[src/rtl/core/igt_pkg.sv]
`default_nettype none

package igt_pkg;

  // Table and coordinate sizing.
  localparam int TRACK_SLOTS = 32;
  localparam int COORD_BITS  = 12;
  localparam int SLOT_BITS   = $clog2(TRACK_SLOTS);
  localparam int COUNT_BITS  = $clog2(TRACK_SLOTS + 1);

  // Fixed field widths of the ports.
  localparam int FIELD_COORD_BITS = 12;
  localparam int ID_BITS          = 16;
  localparam int FRAME_BITS       = 32;
  localparam int STEP_BITS        = 14;
  localparam int SLOT_OUT_BITS    = 5;

  // Arithmetic widths derived from the coordinate and step widths.
  localparam int AREA_BITS  = 2 * COORD_BITS;
  localparam int UNION_BITS = AREA_BITS + 1;
  localparam int PROD_BITS  = AREA_BITS + UNION_BITS;
  localparam int SCORE_BITS = AREA_BITS + 3;
  localparam int LIMIT_BITS = STEP_BITS + 3;

  // Tracks idle beyond this many steps are not matched.
  localparam int IDLE_STEPS = 5;
  // Match threshold is 1/MATCH_DEN of the union.
  localparam int MATCH_DEN  = 5;

  // Configuration port.
  localparam int PADDR_BITS = 3;
  localparam int REG_BITS   = PADDR_BITS - 2;
  localparam logic [REG_BITS-1:0]  REG_STEP_FRAMES = '0;
  localparam logic [STEP_BITS-1:0] STEP_RESET      = STEP_BITS'(6);

  typedef struct packed {
    logic [COORD_BITS-1:0] x;
    logic [COORD_BITS-1:0] y;
    logic [COORD_BITS-1:0] w;
    logic [COORD_BITS-1:0] h;
  } igt_box_t;

  typedef enum logic [1:0] {
    ST_IDLE,
    ST_SCAN,
    ST_DRAIN,
    ST_DECIDE
  } igt_state_t;

  // Write into the track table.
  typedef struct packed {
    logic                  en;
    logic                  ident_en;
    logic [SLOT_BITS-1:0]  addr;
    logic [ID_BITS-1:0]    ident;
    igt_box_t              box;
    logic [FRAME_BITS-1:0] frame;
  } igt_wr_t;

  // Registered read from the track table.
  typedef struct packed {
    logic                  valid;
    logic [SLOT_BITS-1:0]  slot;
    logic [ID_BITS-1:0]    ident;
    igt_box_t              box;
    logic [FRAME_BITS-1:0] frame;
  } igt_rd_t;

  // Context of the detection being associated.
  typedef struct packed {
    logic                  clear;
    igt_box_t              det;
    logic [FRAME_BITS-1:0] frame;
    logic [LIMIT_BITS-1:0] limit;
    logic [AREA_BITS-1:0]  det_area;
  } igt_job_t;

  // Best candidate found so far.
  typedef struct packed {
    logic                  found;
    logic [SLOT_BITS-1:0]  slot;
    logic [ID_BITS-1:0]    ident;
    logic [AREA_BITS-1:0]  inter;
    logic [UNION_BITS-1:0] uni;
  } igt_best_t;

endpackage

`default_nettype wire

[src/rtl/core/igt_track_mem.sv]
`default_nettype none

module igt_track_mem
  import igt_pkg::*;
(
  input  wire logic                 clk,
  input  wire logic                 rst,
  input  wire logic                 rd_en,
  input  wire logic [SLOT_BITS-1:0] rd_addr,
  input  wire igt_wr_t              wr,
  output igt_rd_t                   rd
);

  logic [ID_BITS-1:0]    ident_mem [TRACK_SLOTS];
  igt_box_t              box_mem   [TRACK_SLOTS];
  logic [FRAME_BITS-1:0] frame_mem [TRACK_SLOTS];

  logic                  rd_valid;
  logic [SLOT_BITS-1:0]  rd_slot;
  logic [ID_BITS-1:0]    rd_ident;
  igt_box_t              rd_box;
  logic [FRAME_BITS-1:0] rd_frame;

  // Write port: the identity is only written when a track is created.
  always_ff @(posedge clk) begin
    if (wr.en) begin
      box_mem[wr.addr]   <= wr.box;
      frame_mem[wr.addr] <= wr.frame;
      if (wr.ident_en) begin
        ident_mem[wr.addr] <= wr.ident;
      end
    end
  end

  // Registered read port.
  always_ff @(posedge clk) begin
    rd_slot  <= rd_addr;
    rd_ident <= ident_mem[rd_addr];
    rd_box   <= box_mem[rd_addr];
    rd_frame <= frame_mem[rd_addr];
  end

  always_ff @(posedge clk) begin
    if (rst) begin
      rd_valid <= 1'b0;
    end else begin
      rd_valid <= rd_en;
    end
  end

  assign rd = '{valid: rd_valid, slot: rd_slot, ident: rd_ident, box: rd_box,
                frame: rd_frame};

endmodule

`default_nettype wire

[config.mk]
export PLATFORM = sky130hd
export DESIGN_NAME = igt_track_mem
export DESIGN_NICKNAME = d
export VERILOG_FILES = /design/src/rtl/core/igt_pkg.sv /design/src/rtl/core/igt_track_mem.sv
export SDC_FILE = /design/constraint.sdc
export NUM_CORES = 2
export LEC_CHECK = 0
export ABC_CLOCK_PERIOD_IN_PS = 13700
export BUFFER_PORTS_ARGS = -buffer_cell sky130_fd_sc_hd__buf_4
export CELL_PAD_IN_SITES_DETAIL_PLACEMENT = 0
export CELL_PAD_IN_SITES_GLOBAL_PLACEMENT = 2
export CORE_UTILIZATION = 45
export DETAILED_ROUTE_END_ITERATION = 6
export PLACE_DENSITY_LB_ADDON = 0.1
export SLEW_MARGIN = 20
export SYNTH_ARGS = -nofsm -noshare
export SYNTH_HDL_FRONTEND = slang
export SYNTH_SLANG_ARGS = --single-unit
[constraint.sdc]
create_clock -name clk -period 13.7 [get_ports clk]
set_input_delay 1.37 -clock clk [delete_from_list [all_inputs] [get_ports clk]]
set_output_delay 1.37 -clock clk [all_outputs]
set_load 0.005 [all_outputs]
==> run_results.csv <==
group,metric,value,unit
worst_setup_path,cp_common_cell,"buf_4",
clock_tree,clkSlewWorstSetupHoldPaths,0.06,ns
logic_synthesis,synth_area,119000,um^2
pwr,p_leak,44.4,nW
clock_tree,clk_path_buf_depth,4,
clock_tree,htree_levels,5,
clock_tree,ctsResizeCount,0,
worst_setup_path,crit_fanout,130,
logic_synthesis,synthesis.nets,5754,
timing,relSlewSlack,15.3,%
logic_synthesis,synth.most_common_cell,"edfxtp_1",
detailed_routing,wl_per_cell,34.0,um
timing,maxSlewViolCount,0,
detailed_routing,wl,333000,um
clock_tree,cts_inserted_buffers,349,
hold_path,worstHoldPathType,"input port to register",
global_route,grt_max_degree,131,
job,cap_violations,0,
status,outcome,"finished clean",
global_route,busiest_layer,"met2",
floorplanning,fp.dieH,516,um
clock_tree,cts_root_buffer,"clkbuf_16",
timing,tightest_slew,1.27,ns
logic_synthesis,synth.area.top_cells,"edfxtp_1 78%, mux4_2 7.3%, mux2i_1 6.5%",
worst_setup_path,crit_type,"input port to register",
clock_tree,cts_tree,"built",
floorplanning,coreArea,263000,um^2
timing,fmax,0.219,GHz
global_route,antenna_found_initial,25,
timing,fin_crit_sh,33.3,%
detailed_routing,drtAntennaViolNets,0,
logic_synthesis,synth_seq_cells,3174,
global_route,grtUsageMet1,36.1,%
worst_setup_path,crit_family,"buffers and inverters",
placed_design,dp.final_hpwl,159000,um
layout,fin_util,51.8,%
timing,period_needed,4.56,ns
global_route,grt.total_usage,25.0,%
worst_setup_path,endpoint_kind,"register",
layout,area_delta_synth_final,14.5,%
worst_setup_path,path_cells,"buf_8 -> buf_4 -> buf_12 -> buf_4 -> mux4_2 -> a22o_1 -> a31oi_1 -> nand3_1",
detailed_routing,drt_iter0_markers,6204,
timing,final_hold_viol_count,0,
placed_design,io_buffers,212,
placed_design,gp_congestion,0.740,
logic_synthesis,synthCells,5643,
layout,drive_gt1_share,20.6,%
logic_synthesis,yosysUniqueCellTypes,31,
floorplanning,die_w,516,um
clock_tree,cts_setup_buffers,0,
pwr,cellPowerDensity,153,nW/um^2
logic_synthesis,yosysTopAreaCell,"edfxtp_1",
worst_setup_path,required,14.50,ns
logic_synthesis,ys_seq_area_share,79.4,%
floorplanning,start_util,45.3,%
floorplanning,io_pins,213,
timing,setup-violations-final,0,
timing,setup_tns,0,ns
logic_synthesis,synth_top_area_share,77.6,%
worst_setup_path,slowest_stage,"buf_4",
logic_synthesis,synth_common_cells,"3072 x edfxtp_1, 768 x mux2i_1, 547 x a22oi_1, 384 x mux4_2, 191 x nand3_1",
logic_synthesis,ys_warn_count,0,
detailed_routing,dr_total_vias,58400,
global_route,gr-total-overflow,0,
clock_tree,cts_sinks,3174,
pwr,ir_worst_vdd,0.123,mV
floorplanning,die_area,266000,um^2
global_route,grt_use_met2,40.9,%
logic_synthesis,synth_flop_cell,"edfxtp_1",
logic_synthesis,synth_edf_count,3072,
clock_tree,insertion_delay,0.94,ns
detailed_routing,drc,0,
global_route,grtUsageMet3,3.36,%
worst_setup_path,start_kind,"input port",
worst_setup_path,critPathArrivalTime,5.36,ns
logic_synthesis,syn_avg_cell_area,21.1,um^2
logic_synthesis,ys_async_sr_fraction,0,%
global_route,grt_pass1_wl,464000,um
timing,finClkSkew,0.0413,ns
worst_setup_path,max_stage_delay,0.82,ns
timing,rsz0062_at_grt,"false",
global_route,first_global_vias,59000,
floorplanning,rows,188,
pwr,p_total,0.0209,W
layout,nets,6131,
detailed_routing,first_pass_iters,5,
clock_tree,ctsHoldBuffers,0,
worst_setup_path,cp_num_buf_inv,4,
detailed_routing,routed_via_density,5.96,
## placed cells by master, fill, tap and decap left out, types with 3 or more instances in the layout
cell	n
inv_6	7
or3b_2	3
buf_4	322
bufinv_16	29
a22o_1	25
a31oi_1	25
inv_1	3
mux2i_1	768
mux4_2	384
nor3_1	4
clkbuf_1	103
nor2_4	52
diode_2	6
clkbuf_8	20
clkinv_8	3
nor2b_1	6
dfxtp_1	102
and2_1	8
nor2b_4	8
clkinvlp_4	7
nand4_1	75
nand3b_1	5
nand2_1	4
a32oi_1	4
clkbuf_16	352
a22oi_1	547
edfxtp_1	3072
clkinv_1	46
buf_12	24
nand3_1	191
clkinv_2	49
nor2_2	19
## where the power goes
group,switching [W],leakage [nW],internal [W]
clock,0.00370,5.34,0.00537
sequential,0.0000663,28.5,0.0108
combinational,0.000610,10.6,0.000343
## flip-flops by register name, summed over array words and instances (netlist names)
register and cells:
rd_frame 32, rd 48, box_mem 1536, frame_mem 1024
rd_ident 16, rd_valid 1, rd_slot 5, ident_mem 512
## per-layer routing
layer	up-vias	wire length (um)
li1	24400	-
met1	31900	148000
met2	1678	162000
met3	440	17200
met4	16	5970
met5	-	105
## cells by family after synthesis
family,synth area share (%)
buffers and inverters,1.39
AO/OA/AOI/OAI,3.80
AND/OR/NAND/NOR,1.71
multiplexers,13.7
flip-flops,79.4
## layout make-up
class,instances,area [um^2]
multi-input combinational,2142,23400
antenna,6,15.0
inverter,4,15.0
clock inverter,143,1480
tap,3515,4400
sequential,3174,94300
timing repair buffer,349,2960
clock buffer,475,9470
fill,20800,126000
## per-stage QoR
stage	instance area, um^2	instances	setup WS, ns	hold slack (ns)
after floorplan	119000	5643	7.65	0.644
after global placement	125000	9183	8.17	0.682
after detailed placement	125000	9183	8.15	0.686
after CTS	136000	9801	9.17	0.507
after global routing	136000	9806	8.93	0.531
final	136000	9808	9.14	0.576
## worst paths after layout
check / from / endpoint / slack, ns / cells after the start
hold reg to reg: box_mem[14][44] / rd[76] / 0.66 / 3
hold / removal: rst / rd_valid / 0.58 / 2
setup / recovery: rd_addr[2] / rd_frame[21] / 9.14 / 8
setup reg to reg: ident_mem[15][3] / rd_ident[3] / 11.82 / 4
(Power assumes the default switching activity.)
