`src/rtl/core/igt_pkg.sv`:
```
`default_nettype none

package igt_pkg;

  // Table and coordinate sizing.
  localparam int TRACK_SLOTS = 32;
  localparam int COORD_BITS  = 12;
  localparam int SLOT_BITS   = $clog2(TRACK_SLOTS);
  localparam int COUNT_BITS  = $clog2(TRACK_SLOTS + 1);

  // Fixed field widths of the ports.
  localparam int FIELD_COORD_BITS = 12;
  localparam int ID_BITS          = 16;
  localparam int FRAME_BITS       = 32;
  localparam int STEP_BITS        = 14;
  localparam int SLOT_OUT_BITS    = 5;

  // Arithmetic widths derived from the coordinate and step widths.
  localparam int AREA_BITS  = 2 * COORD_BITS;
  localparam int UNION_BITS = AREA_BITS + 1;
  localparam int PROD_BITS  = AREA_BITS + UNION_BITS;
  localparam int SCORE_BITS = AREA_BITS + 3;
  localparam int LIMIT_BITS = STEP_BITS + 3;

  // Tracks idle beyond this many steps are not matched.
  localparam int IDLE_STEPS = 5;
  // Match threshold is 1/MATCH_DEN of the union.
  localparam int MATCH_DEN  = 5;

  // Configuration port.
  localparam int PADDR_BITS = 3;
  localparam int REG_BITS   = PADDR_BITS - 2;
  localparam logic [REG_BITS-1:0]  REG_STEP_FRAMES = '0;
  localparam logic [STEP_BITS-1:0] STEP_RESET      = STEP_BITS'(6);

  typedef struct packed {
    logic [COORD_BITS-1:0] x;
    logic [COORD_BITS-1:0] y;
    logic [COORD_BITS-1:0] w;
    logic [COORD_BITS-1:0] h;
  } igt_box_t;

  typedef enum logic [1:0] {
    ST_IDLE,
    ST_SCAN,
    ST_DRAIN,
    ST_DECIDE
  } igt_state_t;

  // Write into the track table.
  typedef struct packed {
    logic                  en;
    logic                  ident_en;
    logic [SLOT_BITS-1:0]  addr;
    logic [ID_BITS-1:0]    ident;
    igt_box_t              box;
    logic [FRAME_BITS-1:0] frame;
  } igt_wr_t;

  // Registered read from the track table.
  typedef struct packed {
    logic                  valid;
    logic [SLOT_BITS-1:0]  slot;
    logic [ID_BITS-1:0]    ident;
    igt_box_t              box;
    logic [FRAME_BITS-1:0] frame;
  } igt_rd_t;

  // Context of the detection being associated.
  typedef struct packed {
    logic                  clear;
    igt_box_t              det;
    logic [FRAME_BITS-1:0] frame;
    logic [LIMIT_BITS-1:0] limit;
    logic [AREA_BITS-1:0]  det_area;
  } igt_job_t;

  // Best candidate found so far.
  typedef struct packed {
    logic                  found;
    logic [SLOT_BITS-1:0]  slot;
    logic [ID_BITS-1:0]    ident;
    logic [AREA_BITS-1:0]  inter;
    logic [UNION_BITS-1:0] uni;
  } igt_best_t;

endpackage

`default_nettype wire

```
`src/rtl/core/igt_iou_unit.sv`:
```
`default_nettype none

module igt_iou_unit
  import igt_pkg::*;
(
  input  wire logic     clk,
  input  wire logic     rst,
  input  wire igt_rd_t  rd,
  input  wire igt_job_t job,
  output igt_best_t     best,
  output logic          idle
);

  // Overlap of two intervals [p, p+pl) and [q, q+ql), zero when disjoint.
  function automatic logic [COORD_BITS-1:0] overlap(
    input logic [COORD_BITS-1:0] p,
    input logic [COORD_BITS-1:0] pl,
    input logic [COORD_BITS-1:0] q,
    input logic [COORD_BITS-1:0] ql
  );
    logic [COORD_BITS-1:0] lo;
    logic [COORD_BITS:0]   e1;
    logic [COORD_BITS:0]   e2;
    logic [COORD_BITS:0]   hi;
    lo = (p > q) ? p : q;
    e1 = {1'b0, p} + {1'b0, pl};
    e2 = {1'b0, q} + {1'b0, ql};
    hi = (e1 < e2) ? e1 : e2;
    overlap = (hi > {1'b0, lo}) ? COORD_BITS'(hi - {1'b0, lo}) : '0;
  endfunction

  // Stage B: overlaps and age test.
  logic                     b_valid;
  logic                     b_live;
  logic [SLOT_BITS-1:0]     b_slot;
  logic [ID_BITS-1:0]       b_ident;
  logic [COORD_BITS-1:0]    b_ox;
  logic [COORD_BITS-1:0]    b_oy;
  logic [COORD_BITS-1:0]    b_tw;
  logic [COORD_BITS-1:0]    b_th;
  logic signed [FRAME_BITS:0] age;
  logic                     stale;

  // Stage C: intersection and track area.
  logic                     c_valid;
  logic                     c_live;
  logic [SLOT_BITS-1:0]     c_slot;
  logic [ID_BITS-1:0]       c_ident;
  logic [AREA_BITS-1:0]     c_inter;
  logic [AREA_BITS-1:0]     c_tarea;
  logic [UNION_BITS-1:0]    uni_sum;

  // Stage D: union and candidate qualification.
  logic                     d_valid;
  logic                     d_ok;
  logic [SLOT_BITS-1:0]     d_slot;
  logic [ID_BITS-1:0]       d_ident;
  logic [AREA_BITS-1:0]     d_inter;
  logic [UNION_BITS-1:0]    d_uni;

  // Stage E: exact fraction compare against the running best.
  logic                     best_found;
  logic [SLOT_BITS-1:0]     best_slot;
  logic [ID_BITS-1:0]       best_ident;
  logic [AREA_BITS-1:0]     best_inter;
  logic [UNION_BITS-1:0]    best_uni;
  logic [PROD_BITS-1:0]     cross_new;
  logic [PROD_BITS-1:0]     cross_best;
  logic                     better;

  // A track last seen in a later frame gives a negative age and stays live.
  assign age   = $signed({1'b0, job.frame}) - $signed({1'b0, rd.frame});
  assign stale = age > $signed({{(FRAME_BITS - LIMIT_BITS + 1){1'b0}}, job.limit});

  always_ff @(posedge clk) begin
    b_live  <= !stale;
    b_slot  <= rd.slot;
    b_ident <= rd.ident;
    b_ox    <= overlap(rd.box.x, rd.box.w, job.det.x, job.det.w);
    b_oy    <= overlap(rd.box.y, rd.box.h, job.det.y, job.det.h);
    b_tw    <= rd.box.w;
    b_th    <= rd.box.h;
  end

  always_ff @(posedge clk) begin
    c_live  <= b_live;
    c_slot  <= b_slot;
    c_ident <= b_ident;
    c_inter <= b_ox * b_oy;
    c_tarea <= b_tw * b_th;
  end

  assign uni_sum = UNION_BITS'(c_tarea) + UNION_BITS'(job.det_area) - UNION_BITS'(c_inter);

  always_ff @(posedge clk) begin
    d_ok    <= c_live && (c_inter != '0) && (uni_sum != '0);
    d_slot  <= c_slot;
    d_ident <= c_ident;
    d_inter <= c_inter;
    d_uni   <= uni_sum;
  end

  // Stage valid flags.
  always_ff @(posedge clk) begin
    if (rst) begin
      b_valid <= 1'b0;
      c_valid <= 1'b0;
      d_valid <= 1'b0;
    end else begin
      b_valid <= rd.valid;
      c_valid <= b_valid;
      d_valid <= c_valid;
    end
  end

  // inter/uni beats the best when inter * best_uni > best_inter * uni.
  assign cross_new  = d_inter * best_uni;
  assign cross_best = best_inter * d_uni;
  assign better     = cross_new > cross_best;

  // Strictly greater only, so the lowest slot keeps a tie.
  always_ff @(posedge clk) begin
    if (rst || job.clear) begin
      best_found <= 1'b0;
      best_inter <= '0;
      best_uni   <= UNION_BITS'(1);
      best_slot  <= '0;
      best_ident <= '0;
    end else if (d_valid && d_ok && better) begin
      best_found <= 1'b1;
      best_inter <= d_inter;
      best_uni   <= d_uni;
      best_slot  <= d_slot;
      best_ident <= d_ident;
    end
  end

  assign best = '{found: best_found, slot: best_slot, ident: best_ident,
                  inter: best_inter, uni: best_uni};
  assign idle = !(rd.valid || b_valid || c_valid || d_valid);

endmodule

`default_nettype wire

```
`config.mk`:
```
export PLATFORM = sky130hd
export DESIGN_NAME = igt_iou_unit
export DESIGN_NICKNAME = d
export VERILOG_FILES = /design/src/rtl/core/igt_pkg.sv /design/src/rtl/core/igt_iou_unit.sv
export SDC_FILE = /design/constraint.sdc
export NUM_CORES = 2
export LEC_CHECK = 0
export CAP_MARGIN = 10
export CORE_ASPECT_RATIO = 1.5
export CORE_UTILIZATION = 55
export DETAILED_ROUTE_END_ITERATION = 10
export DONT_BUFFER_PORTS = 1
export HOLD_SLACK_MARGIN = 0.05
export MAX_ROUTING_LAYER = met4
export PLACE_DENSITY = 0.7
export SLEW_MARGIN = 10
export SYNTH_ARGS = -nofsm -noshare
export SYNTH_HDL_FRONTEND = slang
export SYNTH_SLANG_ARGS = --single-unit
```
`constraint.sdc`:
```
create_clock -name clk -period 30.1 [get_ports clk]
set_clock_uncertainty 0.1 [all_clocks]
set_input_delay 4.515 -clock clk [delete_from_list [all_inputs] [get_ports clk]]
set_output_delay 4.515 -clock clk [all_outputs]
set_load 0.1 [all_outputs]
```
==> impl_metrics.py <==
metrics = {
    "yosys": {
        "synth_common_cells": "inv_1 (1577), fa_1 (1239), nand2_1 (926)",
        "netlist_area_um2": 64000,
        "yosysWarnings": 0,
        "yosys.area.top_type": "fa_1",
        "synth.area.top_cells": "fa_1 (39%), ha_1 (14%), inv_1 (9.2%)",
        "synth_cells": 7216,
        "synth_nets": 9398,
        "synth_most_common_cell": "inv_1",
        "synth_area_per_cell_um2": 8.87,
        "yosys_register_bits": 285,
        "synth-async-reset-ratio_pct": 0,
        "synth_flop_cell": "dfxtp_1",
        "seq_area_frac_synth_pct": 8.92,
        "synth_top_area_share_pct": 38.8,
        "synth.distinct_cells": 72,
        "synth_edf_count": 0,
    },
    "setup_path": {
        "cp_slowest_cell": "dfxtp_2",
        "cp-end-kind": "flop",
        "cp_data_arrival_time_ps": 12440,
        "cpPeakStageDelay_ps": 1120,
        "crit_required_ps": 30470,
        "critPathMaxFanout": 39,
        "cp-start-kind": "flop",
        "crit_type": "flop to flop",
        "path_common_cell": "fa_1",
    },
    "clock_tree": {
        "tritoncts.num_buffers": 31,
        "cts_tree": "built",
        "cts_max_level": 1,
        "ctsHoldBuffers": 0,
        "path_clk_slew_ps": 90,
        "cts_root_buffer": "clkbuf_16",
        "cts.sinks": 285,
        "clkLatencyLatePin_ps": 610,
        "postCtsSetupBuffers": 0,
        "cts_resized": 0,
        "clockBufferDepth": 3,
    },
    "finish": {
        "n_fill_cell": 10300,
        "fin_area_um2": 66700,
        "area_growth_pct": 4.28,
        "drive_gt1_share_pct": 3.34,
        "multi_input_area_um2": 51300,
        "layout.cells.non_filler": 8629,
        "fin_nets": 9233,
        "seq_area_um2": 5770,
    },
    "floorplan": {
        "coreArea_um2": 115000,
        "die_h_um": 420,
        "fp.dieW_um": 281,
        "dieArea_um2": 118000,
        "pin_count": 298,
        "initial_utilization_pct": 55.7,
        "placementRows": 152,
    },
    "grt": {
        "grt_pass1_wl_mm": 284,
        "grt.total_usage_pct": 32.4,
        "grt_max_degree": 53,
        "antenna_found_initial": 15,
        "overflow": 0,
        "first_global_vias": 53300,
    },
    "run": {
        "drv_cap": 0,
    },
    "detailed_routing": {
        "final_antenna_net_count": 0,
        "firstDrtPassIters": 5,
        "wirelength_mm": 179,
        "drt_iter0_drc": 2742,
        "vias": 48300,
        "drc": 0,
        "vias_per_cell": 5.60,
        "routedWlPerCell_um": 20.7,
    },
    "sta": {
        "timing.setup.tns_ps": 0,
        "period_minus_slack_ps": 12070,
        "relSlewSlack_pct": 21.5,
        "worstMarginPinSlew_ps": 1180,
        "hold_violations": 0,
        "rsz0062_at_grt": "false",
        "max_freq_mhz": 82.9,
        "period_share_pct": 40.1,
        "finalSetupViolCount": 0,
        "drv_slew": 0,
    },
    "pwr": {
        "p_per_area_nw_per_um2": 59.7,
        "p_leak_nw": 34.7,
        "power_mw": 3.98,
        "irDropWorstVdd_mv": 0.0697,
    },
    "min_path": {
        "hold_path.class": "flop to flop",
    },
    "placed_design": {
        "hpwlAfterDp_mm": 143,
        "place_inst": 8558,
        "dpl_cell_area_um2": 65700,
        "portBuffers": 0,
        "place_congestion": 0.986,
    },
    "run_status": {
        "run_status": "completed",
    },
}
per-stage QoR:
step	worst slack [ps]	hold slack, ps	utilization (%)
after global placement	18370	210	57.2
after floorplan	18100	210	-
after CTS	18130	216	58.1
after global routing	17510	233	58.1
after detailed placement	18160	212	57.2
final	18030	212	58.1
kinds of logic (layout without fill, tap and decap cells):
| family | after synthesis | after routing | synth area share, % |
|---|---|---|---|
| flops | 285 | 285 | 8.92 |
| fa+ha+maj | 1956 | 1956 | 52.8 |
| mux | 100 | 100 | 1.57 |
| other cells | 0 | 14 | 0 |
| buf+inv | 1878 | 1737 | 11.0 |
| xor+xnor | 210 | 210 | 2.87 |
| compound gates | 692 | 692 | 6.92 |
| simple gates | 2095 | 2095 | 15.9 |
worst max-delay path: cells and delay by family, from the launching register on:
kind                       cells  cell delay, ps
muxes                          1             290
xor gates and xnor gates       1              90
buffers and inverters          5             970
and+or+nand+nor                7            1660
DFF                            1            1120
adders and majority gates      9            4150
AOI/OAI and AO/OA             11            3470
final cells by class:
class,instances,area share [%]
Multi-Input combinational cell,5053,76.8
Inverter,1577,8.87
Sequential cell,285,8.65
Tap cell,1540,2.89
Clock buffer,35,1.21
Timing Repair Buffer,103,1.19
Clock inverter,22,0.322
Antenna cell,14,0.0525
layout by cell type, fill, tap and decap left out, types with 22 or more instances in the layout:
cell type | netlist | layout
nand2_1 | 926 | 926
mux2i_1 | 97 | 97
buf_4 | 1 | 102
dfxtp_1 | 285 | 231
ha_1 | 717 | 717
xnor2_1 | 140 | 140
clkbuf_16 | 0 | 31
fa_1 | 1239 | 1239
xor2_1 | 70 | 70
o21bai_1 | 42 | 42
dfxtp_2 | 0 | 54
a21oi_1 | 203 | 203
a211oi_1 | 22 | 22
nor3_1 | 43 | 43
a21o_1 | 125 | 125
nand4_1 | 40 | 40
and2_1 | 671 | 671
nand2b_1 | 45 | 45
nand3_1 | 34 | 34
inv_1 | 1577 | 1577
o21ai_0 | 132 | 132
nor2b_1 | 45 | 45
nor2_1 | 219 | 219
o21a_1 | 40 | 40
path summary, 6_finish.rpt:
path | from | endpoint | slack (ps) | depth (start not counted)
worst max-delay path | best_uni[16] | best_ident[9] | 18030 | 34
worst min-delay path | c_ident[14] | d_ident[14] | 210 | 0
worst max register to register | best_uni[16] | best_ident[9] | 18030 | 34
worst min register to register | c_ident[14] | d_ident[14] | 210 | 0
sequential cells by signal, summed over array words and instances, names as in the netlist, 16 cells and up:
signal      cells
c_tarea        24
d_uni          25
best_uni       25
d_inter        24
c_inter        24
b_ident        16
best_ident     16
d_ident        16
best_inter     24
c_ident        16
layer usage:
metal	up-vias	part of all wire, %	GRT usage [%]	wire length [um]
met4	0	8.0	21.9	14300
met3	633	6.0	4.89	10700
met2	1677	53	58.7	94900
met5	-	0	-	0
met1	24500	33	31.7	58900
li1	21500	-	-	-
power breakdown:
group          internal, mW  switching [mW]
clock network         0.208           0.182
registers             0.492           0.144
logic                  1.12            1.84
Power figures use the tool's default switching activity.
